$ cat config.mk
export PLATFORM = sky130hd
export DESIGN_NAME = atpf_xform
export DESIGN_NICKNAME = d
export VERILOG_FILES = /design/src/rtl/atpf_pkg.sv /design/src/rtl/atpf_xform.sv
export SDC_FILE = /design/constraint.sdc
export NUM_CORES = 2
export LEC_CHECK = 0
export BUFFER_PORTS_ARGS = -buffer_cell sky130_fd_sc_hd__buf_2
export CAP_MARGIN = 40
export CORE_MARGIN = 3
export CORE_UTILIZATION = 60
export CTS_CLUSTER_SIZE = 16
export DETAILED_ROUTE_END_ITERATION = 7
export HOLD_SLACK_MARGIN = 0.12
export PLACE_DENSITY = 0.81
export RECOVER_POWER = 100
export SYNTH_ARGS = -nofsm -noshare
export SYNTH_HDL_FRONTEND = slang
export SYNTH_SLANG_ARGS = --single-unit
$ cat constraint.sdc
create_clock -name clock -period 11.5 [get_ports clock]
set_input_delay 1.725 -clock clock [delete_from_list [all_inputs] [get_ports clock]]
set_output_delay 1.725 -clock clock [all_outputs]
set_load 0.02 [all_outputs]
$ cat src/rtl/atpf_pkg.sv
// atpf_pkg: shared types, codes and constants of the affine tile-map pixel fetch block.
// Used by atpf_xform, affine_tilemap_pixel_fetch_core and atpf_checker; depends on nothing.
`default_nettype none

package atpf_pkg;

   // video memory
   localparam int VRAM_DEPTH = 32768;
   localparam int VRAM_AW    = $clog2(VRAM_DEPTH);
   localparam int WORD_W     = 16;

   // map layout and layer selection
   localparam int MAP_WIDTH_TILES = 128;
   localparam int MAP_SHIFT       = $clog2(MAP_WIDTH_TILES);
   localparam bit SECOND_LAYER    = 1'b0;

   // coordinate arithmetic
   localparam int COORD_W    = 10;
   localparam int SUM_W      = 32;
   localparam int FRAC_W     = 8;
   localparam int TRUNC_W    = 6;
   localparam int OFFSET_W   = 11;
   localparam int MATRIX_W   = 16;
   localparam int POS_W      = 13;

   // port widths
   localparam int REQ_TDATA_W = 64;
   localparam int RSP_TDATA_W = 16;
   localparam int RSP_TUSER_W = 2;
   localparam int CSR_AW      = 3;
   localparam int CSR_DW      = 16;

   typedef enum logic {
      FUNC_WRITE  = 1'b0,
      FUNC_RENDER = 1'b1
   } func_type;

   typedef enum logic [1:0] {
      WRAP_REPEAT      = 2'd0,
      WRAP_REPEAT_ALT  = 2'd1,
      WRAP_TRANSPARENT = 2'd2,
      WRAP_TILE_ZERO   = 2'd3
   } wrap_type;

   typedef enum logic [CSR_AW-1:0] {
      CSR_MATRIX_A = 3'd0,
      CSR_MATRIX_B = 3'd1,
      CSR_MATRIX_C = 3'd2,
      CSR_MATRIX_D = 3'd3,
      CSR_CENTRE_X = 3'd4,
      CSR_CENTRE_Y = 3'd5,
      CSR_SCROLL_H = 3'd6,
      CSR_SCROLL_V = 3'd7
   } csr_index_type;

   typedef enum logic {
      PH_TILE  = 1'b0,
      PH_PIXEL = 1'b1
   } fetch_phase_type;

   typedef struct packed {
      logic signed [MATRIX_W-1:0] matrix_a;
      logic signed [MATRIX_W-1:0] matrix_b;
      logic signed [MATRIX_W-1:0] matrix_c;
      logic signed [MATRIX_W-1:0] matrix_d;
      logic signed [POS_W-1:0]    centre_x;
      logic signed [POS_W-1:0]    centre_y;
      logic signed [POS_W-1:0]    scroll_h;
      logic signed [POS_W-1:0]    scroll_v;
   } cfg_type;

   typedef struct packed {
      func_type            func;
      logic [VRAM_AW-1:0]  mem_addr;
      logic [WORD_W-1:0]   mem_data;
      logic [7:0]          line;
      logic [7:0]          source_x;
      logic [7:0]          screen_col;
      wrap_type            wrap_mode;
      logic [1:0]          flip_bits;
   } req_type;

   // transformed item handed to the fetch stage
   typedef struct packed {
      func_type            func;
      logic [VRAM_AW-1:0]  mem_addr;
      logic [WORD_W-1:0]   mem_data;
      logic [COORD_W-1:0]  px;
      logic [COORD_W-1:0]  py;
      logic                outside;
      wrap_type            wrap_mode;
      logic [7:0]          out_col;
   } coord_type;

endpackage

`default_nettype wire

$ cat src/rtl/atpf_xform.sv
// atpf_xform: four-stage affine coordinate pipeline (offsets, products, partial sums, coords).
// Depends on atpf_pkg; feeds the fetch stage of affine_tilemap_pixel_fetch_core.
`default_nettype none

module atpf_xform (
   input  wire                 clock,
   input  wire                 reset,
   input  atpf_pkg::cfg_type   cfg,
   input  wire                 in_valid,
   output logic                in_ready,
   input  atpf_pkg::req_type   in_item,
   output logic                out_valid,
   input  wire                 out_ready,
   output atpf_pkg::coord_type out_item
);

   localparam int SW = atpf_pkg::SUM_W;
   localparam logic [SW-1:0] TRUNC_MASK = ~SW'((1 << atpf_pkg::TRUNC_W) - 1);

   // stage 1: registered item with offsets
   logic                                  s1_valid_ff;
   atpf_pkg::func_type                    s1_func_ff;
   logic [atpf_pkg::VRAM_AW-1:0]          s1_addr_ff;
   logic [atpf_pkg::WORD_W-1:0]           s1_data_ff;
   logic [7:0]                            s1_y_ff;
   logic [7:0]                            s1_sx_ff;
   logic [7:0]                            s1_col_ff;
   atpf_pkg::wrap_type                    s1_wrap_ff;
   logic signed [atpf_pkg::OFFSET_W-1:0]  s1_dh_ff;
   logic signed [atpf_pkg::OFFSET_W-1:0]  s1_dv_ff;

   // stage 2: products
   logic                                  s2_valid_ff;
   atpf_pkg::func_type                    s2_func_ff;
   logic [atpf_pkg::VRAM_AW-1:0]          s2_addr_ff;
   logic [atpf_pkg::WORD_W-1:0]           s2_data_ff;
   logic [7:0]                            s2_col_ff;
   atpf_pkg::wrap_type                    s2_wrap_ff;
   logic signed [SW-1:0]                  s2_adh_ff, s2_bdv_ff, s2_by_ff, s2_asx_ff;
   logic signed [SW-1:0]                  s2_cdh_ff, s2_ddv_ff, s2_dy_ff, s2_csx_ff;

   // stage 3: partial sums
   logic                                  s3_valid_ff;
   atpf_pkg::func_type                    s3_func_ff;
   logic [atpf_pkg::VRAM_AW-1:0]          s3_addr_ff;
   logic [atpf_pkg::WORD_W-1:0]           s3_data_ff;
   logic [7:0]                            s3_col_ff;
   atpf_pkg::wrap_type                    s3_wrap_ff;
   logic signed [SW-1:0]                  s3_x1_ff, s3_x2_ff, s3_y1_ff, s3_y2_ff;

   // stage 4: source coordinates
   logic                                  s4_valid_ff;
   atpf_pkg::coord_type                   s4_item_ff;

   logic adv1, adv2, adv3, adv4;

   logic [atpf_pkg::POS_W:0]              diff_h, diff_v;
   logic signed [atpf_pkg::OFFSET_W-1:0]  dh_in, dv_in;
   logic [7:0]                            y_in, col_in;

   logic signed [SW-1:0] a_ext, b_ext, c_ext, d_ext;
   logic signed [SW-1:0] dh_ext, dv_ext, y_ext, sx_ext;
   logic signed [SW-1:0] cx_ext, cy_ext;
   logic signed [SW-1:0] sum_x, sum_y;

   assign adv4     = !s4_valid_ff || out_ready;
   assign adv3     = !s3_valid_ff || adv4;
   assign adv2     = !s2_valid_ff || adv3;
   assign adv1     = !s1_valid_ff || adv2;
   assign in_ready = adv1;

   // offset differences wrap to 14 bits, then keep 10 bits plus the sign of bit 13
   always_comb begin
      diff_h = {cfg.scroll_h[atpf_pkg::POS_W-1], cfg.scroll_h}
             - {cfg.centre_x[atpf_pkg::POS_W-1], cfg.centre_x};
      diff_v = {cfg.scroll_v[atpf_pkg::POS_W-1], cfg.scroll_v}
             - {cfg.centre_y[atpf_pkg::POS_W-1], cfg.centre_y};
      dh_in  = {diff_h[atpf_pkg::POS_W], diff_h[atpf_pkg::OFFSET_W-2:0]};
      dv_in  = {diff_v[atpf_pkg::POS_W], diff_v[atpf_pkg::OFFSET_W-2:0]};
      y_in   = in_item.flip_bits[1] ? 8'(8'd255 - in_item.line) : in_item.line;
      col_in = in_item.flip_bits[0] ? 8'(8'd255 - in_item.screen_col) : in_item.screen_col;
   end

   always_comb begin
      a_ext  = SW'($signed(cfg.matrix_a));
      b_ext  = SW'($signed(cfg.matrix_b));
      c_ext  = SW'($signed(cfg.matrix_c));
      d_ext  = SW'($signed(cfg.matrix_d));
      cx_ext = SW'($signed(cfg.centre_x));
      cy_ext = SW'($signed(cfg.centre_y));
      dh_ext = SW'(s1_dh_ff);
      dv_ext = SW'(s1_dv_ff);
      y_ext  = SW'($signed({1'b0, s1_y_ff}));
      sx_ext = SW'($signed({1'b0, s1_sx_ff}));
      sum_x  = s3_x1_ff + s3_x2_ff;
      sum_y  = s3_y1_ff + s3_y2_ff;
   end

   always_ff @(posedge clock) begin
      if (reset) begin
         s1_valid_ff <= 1'b0;
         s2_valid_ff <= 1'b0;
         s3_valid_ff <= 1'b0;
         s4_valid_ff <= 1'b0;
      end else begin
         if (adv1) s1_valid_ff <= in_valid;
         if (adv2) s2_valid_ff <= s1_valid_ff;
         if (adv3) s3_valid_ff <= s2_valid_ff;
         if (adv4) s4_valid_ff <= s3_valid_ff;
      end
   end

   always_ff @(posedge clock) begin
      if (adv1) begin
         s1_func_ff <= in_item.func;
         s1_addr_ff <= in_item.mem_addr;
         s1_data_ff <= in_item.mem_data;
         s1_y_ff    <= y_in;
         s1_sx_ff   <= in_item.source_x;
         s1_col_ff  <= col_in;
         s1_wrap_ff <= in_item.wrap_mode;
         s1_dh_ff   <= dh_in;
         s1_dv_ff   <= dv_in;
      end
      if (adv2) begin
         s2_func_ff <= s1_func_ff;
         s2_addr_ff <= s1_addr_ff;
         s2_data_ff <= s1_data_ff;
         s2_col_ff  <= s1_col_ff;
         s2_wrap_ff <= s1_wrap_ff;
         s2_adh_ff  <= a_ext * dh_ext;
         s2_bdv_ff  <= b_ext * dv_ext;
         s2_by_ff   <= b_ext * y_ext;
         s2_asx_ff  <= a_ext * sx_ext;
         s2_cdh_ff  <= c_ext * dh_ext;
         s2_ddv_ff  <= d_ext * dv_ext;
         s2_dy_ff   <= d_ext * y_ext;
         s2_csx_ff  <= c_ext * sx_ext;
      end
      if (adv3) begin
         s3_func_ff <= s2_func_ff;
         s3_addr_ff <= s2_addr_ff;
         s3_data_ff <= s2_data_ff;
         s3_col_ff  <= s2_col_ff;
         s3_wrap_ff <= s2_wrap_ff;
         // matrix products drop to multiples of 64; the source column term does not
         s3_x1_ff <= (s2_adh_ff & TRUNC_MASK) + (s2_bdv_ff & TRUNC_MASK)
                   + (cx_ext <<< atpf_pkg::FRAC_W);
         s3_x2_ff <= (s2_by_ff & TRUNC_MASK) + s2_asx_ff;
         s3_y1_ff <= (s2_cdh_ff & TRUNC_MASK) + (s2_ddv_ff & TRUNC_MASK)
                   + (cy_ext <<< atpf_pkg::FRAC_W);
         s3_y2_ff <= (s2_dy_ff & TRUNC_MASK) + s2_csx_ff;
      end
      if (adv4) begin
         s4_item_ff.func      <= s3_func_ff;
         s4_item_ff.mem_addr  <= s3_addr_ff;
         s4_item_ff.mem_data  <= s3_data_ff;
         s4_item_ff.wrap_mode <= s3_wrap_ff;
         s4_item_ff.out_col   <= s3_col_ff;
         s4_item_ff.px <= sum_x[atpf_pkg::FRAC_W +: atpf_pkg::COORD_W];
         s4_item_ff.py <= sum_y[atpf_pkg::FRAC_W +: atpf_pkg::COORD_W];
         // any bit at or above 1024, sign included, is off the map
         s4_item_ff.outside <=
            (sum_x[SW-1:atpf_pkg::FRAC_W+atpf_pkg::COORD_W] != '0) ||
            (sum_y[SW-1:atpf_pkg::FRAC_W+atpf_pkg::COORD_W] != '0);
      end
   end

   assign out_valid = s4_valid_ff;
   assign out_item  = s4_item_ff;

endmodule

`default_nettype wire

# Word-level counts from Yosys, hierarchy flattened

Index checks and enable logic that the tools add are counted.
Widths: inputs -> output; s select.

Flip-flop bits (word level): 615
Output and inout port bits: 65
Input bits: 180
Logic and storage cells: 76

Add/subtract/negate cells: 12
Mux-type cells: 2
Reductions and logical operators: 11
$mul: 8

Operator list:

| kind                | count |
|---|---|
| $add 32x32->32      | 8 |
| $mul 16x11->27      | 4 |
| $mul 16x9->25       | 4 |
| $reduce_bool 14->1  | 2 |
| $sub 13x13->14      | 2 |
| $mux 8              | 2 |
| $sub 8x8->8 const A | 2 |
| $logic_or 1x1->1    | 5 |
| $logic_not 1->1     | 4 |

# Depth between registers and ports, before layout

Depth after elaboration: 5
Depth in mapped cells: 24
Depth with buffers taken out: 22

# Worst setup path after synthesis

OpenSTA, ideal clock, no wires.

Path kind: input port to flip-flop
Start: in cfg[62] (netlist bit)
End: reg s2_ddv_ff[30] (data pin)
Setup slack: 4,102 ps
Data required time: 11,240 ps
Data arrival time: 7,138 ps
Buffers on the path: 2
Cell stages on the path: 22
Setup time: 260 ps
Cell sequence: clkbuf_1 clkbuf_1 nand2_1 fa_1 fa_1 inv_1 fa_1 fa_1 inv_1 fa_1 inv_1 ha_1 a21o_1 a21oi_1 o211ai_1 a31o_2 a31oi_1 o21ai_0 or4_1 a31o_2 a21oi_1 xnor2_1

Word-level cells in the longest chain between the ends: 1

Ends and longest elaborated chain:

| what                 | line              | source |
|---|---|---|
| start, declared      | atpf_xform.sv:8   | `input atpf_pkg::cfg_type cfg,` |
| $mul 16x11->27       | atpf_xform.sv:136 | `s2_ddv_ff <= d_ext * dv_ext;` |
| end signal, assigned | atpf_xform.sv:136 |  |
| end, declared        | atpf_xform.sv:40  | `logic signed [SW-1:0] s2_cdh_ff, s2_ddv_ff, s2_dy_ff, s2_csx_ff;` |

No other way between the ends.
A chain may end at the register's enable or synchronous reset.

# Worst setup path after layout

Start: in out_ready
End: reg s2_by_ff[8], enable pin

Word-level cells in the longest chain between the ends: 3

Ends and longest elaborated chain:

| what                 | line              | source |
|---|---|---|
| start, declared      | atpf_xform.sv:13  | `input wire out_ready,` |
| $logic_or 1x1->1     | atpf_xform.sv:66  | `assign adv4 = !s4_valid_ff \|\| out_ready;` |
| $logic_or 1x1->1     | atpf_xform.sv:67  | `assign adv3 = !s3_valid_ff \|\| adv4;` |
| $logic_or 1x1->1     | atpf_xform.sv:68  | `assign adv2 = !s2_valid_ff \|\| adv3;` |
| net adv2             | atpf_xform.sv:55  | `logic adv1, adv2, adv3, adv4;` |
| end signal, assigned | atpf_xform.sv:133 | `s2_by_ff <= b_ext * y_ext;` |
| end, declared        | atpf_xform.sv:39  | `logic signed [SW-1:0] s2_adh_ff, s2_bdv_ff, s2_by_ff, s2_asx_ff;` |

The timed path passes the listed nets, and every way through them passes these cells.

==> run summary <==
The checks that failed: capacitance limit, slew limit. The count of nets left with antenna violations once routing finished came out at 0. The total grt overflow is 0. Each instance of the synthesized netlist takes up on average 10.2 sq um.

At the end of routability-driven placement, the weighted congestion stood at 0.902. The worst pin sits at a relative slew slack of -163%. The clock sink count came out at 495. For this block, the initial DRC count from the detailed router was 2978. Counting every net in the synthesized netlist gives 8155. The logs give 48200 for the via count of the first global-routing pass and 67200 sq um for the area of placed instances. The kind of end point of the critical path was a register.

Port buffering added 244 buffers. The cell count after synthesis came out at 6325. The height of the die was 334 um. Counting I/O delays and the setup requirement, the final critical path takes 8.06 ns. The run finished, with violations left.

Dividing the detail-routed via count by the number of cells gives 5.59. Routed wire length on met3: 8870 um. The cell sitting at the root of the clock tree is a sky130_fd_sc_hd__clkbuf_16. The startpoint-to-endpoint class of the critical path was input pin to register.

In this run the worst path has a maximum fanout of 66. At the worst endpoint, the required time is 11.76 ns. Gates resized during post-CTS repair numbered 0. The most frequent standard cell in the layout excluding fill and tap cells is sky130_fd_sc_hd__inv_1. The first TritonRoute pass finished after 6 iterations.

Post-detailed-placement half-perimeter wirelength: 115000 um. In the routed design, unresolved DRC markers number 0. The upper clock frequency limit was 124 MHz. The final clock period utilization by the worst path was 70.0%; the die boundary width was 334 um. The number of clock buffers added by TritonCTS is 52.

For this run, asynchronously set or reset flops after synthesis account for 0%. For this configuration, the core starts out at a cell density of 60.9%. The clock reaches the later pin of the worst-skew pair after 0.63 ns. The final design instance area without fill was 68700 sq um; the final-report max-slew violation count was 441. After detailed placement, the design holds a cell count of 7796.

The die covers 112000 sq um. The worst slack at placement came out at 3.51 ns. The post-CTS clock slew at the launch and capture registers of the worst setup and hold paths came out at 0.06 ns. Leaving out fill and tap cells, the most frequent cells in the layout are sky130_fd_sc_hd__inv_1 (1333), sky130_fd_sc_hd__fa_1 (1088), sky130_fd_sc_hd__nand2_1 (650). The path class of the tightest hold or removal check is register to register. Data arrives at the worst endpoint at 8.32 ns. The worst setup path is launched from an input pin.

In this run the deepest clock path goes through 3 buffers. The final layout contains routed wiring with a total length of 146000 um. The count of final hold-check violations is 0. The tools report the number of H-tree levels as 2.

After detailed routing, no signal wire sits above met5. The first global-routing pass estimated 242000 um of wire. Buffers inserted to repair hold after CTS numbered 0. Setup repair after global routing left no endpoint under its margin. The pin count of the biggest net entering global routing is 72, and the max-cap violation count is 8.

The share of the Yosys chip area taken by registers is 23.0%. TritonCTS built the clock tree. In this run, synthesis inferred 491 flip-flops with an integrated enable. The synthesized netlist occupies a cell area of 64500 sq um. Fill cells in the final layout number 8178.

The core footprint is 106000 sq um. The run gives 0 ns as the setup total negative slack. Global routing used 27.1% of the available tracks. Counting flops and latches in the post-synthesis netlist gives 495. The number of setup buffers added after CTS is 0. The number of different library cells used by synthesis comes to 88.

Detailed routing inserted a total of 44200 vias. For this run, the leading register cell type out of synthesis is sky130_fd_sc_hd__edfxtp_1. Excluding fillers, the count of instances in the completed layout stands at 7895.

The final layout contains 8290 nets. The number of I/O pins came out at 245. The tools report the final number of setup-violating endpoints as 0.

The run gives 0 as the count of yosys warnings during synthesis. Cells with a size suffix above 1 make up 4.68% of the layout. The detailed router put a total of 54800 um of wire on met1.

The logs give 0.0496 ns for the clock skew and 73700 um for the routed wire length on met2. At the pin with the least slew margin, the transition time is 3.95 ns. Dividing the detail-routed wire length by the instance count gives 18.4 um. The initial antenna violation count came out at 3.

The final worst setup slack was 3.44 ns; the standard-cell row count was 119. From synthesis to final layout, the design area changed by 6.45%.
-- per-layer routing --
layer / track usage, % / vias to the layer above
met2: 47.9 / 1531
li1: - / 19900
met1: 32.9 / 22300
met4: 13.6 / 2
met3: 3.51 / 401
met5: 0 / -
-- worst max-delay path: stages --
cell                         delay (ns)
sky130_fd_sc_hd__buf_2             0.08
sky130_fd_sc_hd__nor2b_1           0.10
sky130_fd_sc_hd__and3_1            0.26
sky130_fd_sc_hd__clkinvlp_2        1.51
sky130_fd_sc_hd__clkbuf_1          2.84
sky130_fd_sc_hd__clkbuf_1          1.34
sky130_fd_sc_hd__buf_16            0.35
-- through the flow --
| step | hold slack [ns] | utilization [%] |
|---|---|---|
| 2_1_floorplan | 0.400 | - |
| 3_3_place_gp | 0.400 | 63.2 |
| 5_1_grt | 0.421 | 64.8 |
| 4_1_cts | 0.416 | 65.0 |
| 6_report | 0.416 | 64.8 |
| 3_5_place_dp | 0.405 | 63.4 |
-- registers in the layout, summed over array words and instances (netlist names), 11 cells and up --
name and count:
s3_y1_ff 26, s3_addr_ff 15, s2_csx_ff 19, s2_asx_ff 19, s1_dh_ff 11, out_item 63
s1_dv_ff 11, s3_y2_ff 26, s3_x2_ff 26, s2_cdh_ff 21, s3_data_ff 16, s2_bdv_ff 21
s1_addr_ff 15, s3_x1_ff 26, s2_dy_ff 19, s2_adh_ff 21, s2_data_ff 16, s2_by_ff 19
s1_data_ff 16, s2_addr_ff 15, s2_ddv_ff 21
-- area by class of cell --
class	instances	area [sq um]	share of cell area, %
Multi-Input combinational cell	4282	43800	63.8
Clock inverter	40	385	0.561
Sequential cell	495	14800	21.6
Inverter	1337	5020	7.31
Tap cell	1391	1740	2.53
Antenna cell	2	5.00	0.00729
Clock buffer	56	1340	1.95
Timing Repair Buffer	292	1520	2.22
-- cell usage after synthesis (all sizes together), types with 4 or more instances --
| cell | count | share of area, % |
|---|---|---|
| a2111oi | 7 | 0.12 |
| a211o | 8 | 0.11 |
| a211oi | 17 | 0.21 |
| a21boi | 14 | 0.16 |
| a21o | 51 | 0.59 |
| a21oi | 144 | 1.1 |
| a221oi | 5 | 0.11 |
| a311oi | 4 | 0.054 |
| a31o | 4 | 0.054 |
| a31oi | 19 | 0.18 |
| a41oi | 7 | 0.095 |
| and2 | 585 | 5.7 |
| and3 | 34 | 0.33 |
| and4 | 5 | 0.068 |
| clkbuf | 208 | 1.2 |
| dfxtp | 4 | 0.12 |
| edfxtp | 491 | 23 |
| fa | 1088 | 34 |
| ha | 562 | 11 |
| inv | 1335 | 7.8 |
| mux2i | 5 | 0.078 |
| nand2 | 651 | 3.8 |
| nand2b | 38 | 0.37 |
| nand3 | 41 | 0.32 |
| nand4 | 14 | 0.14 |
| nand4b | 5 | 0.068 |
| nor2 | 266 | 1.5 |
| nor2b | 54 | 0.52 |
| nor3 | 74 | 0.59 |
| nor3b | 5 | 0.058 |
| nor4 | 6 | 0.058 |
| o2111a | 4 | 0.070 |
| o211ai | 10 | 0.12 |
| o21a | 36 | 0.42 |
| o21ai | 107 | 0.84 |
| o21bai | 21 | 0.25 |
| o22ai | 4 | 0.039 |
| o31ai | 9 | 0.10 |
| or2 | 9 | 0.087 |
| or3 | 12 | 0.12 |
| or4 | 7 | 0.081 |
| xnor2 | 217 | 2.9 |
| xor2 | 81 | 1.1 |
-- worst paths after layout --
| kind | from | endpoint | slack, ns | depth (start not counted) |
|---|---|---|---|---|
| setup / recovery | out_ready | s2_by_ff[8] | 3.44 | 7 |
| hold / removal | s2_col_ff[0] | s3_col_ff[0] | 0.42 | 0 |
| setup reg to reg | out_valid | s2_by_ff[8] | 4.26 | 6 |
| hold reg to reg | s2_col_ff[0] | s3_col_ff[0] | 0.42 | 0 |
-- cell families after synthesis --
kind of cell | Yosys count | synth area share, %
adders and majority gates | 1650 | 44.7
muxes | 6 | 0.0950
xor gates and xnor gates | 298 | 4.05
and+or+nand+nor | 1818 | 14.0
buffers and inverters | 1548 | 9.01
AOI/OAI and AO/OA | 510 | 5.22
DFF | 495 | 23.0
Power is left out: the tool's default activity adds up to more than one toggle a clock period on the data nets, which glitch-free logic cannot reach.
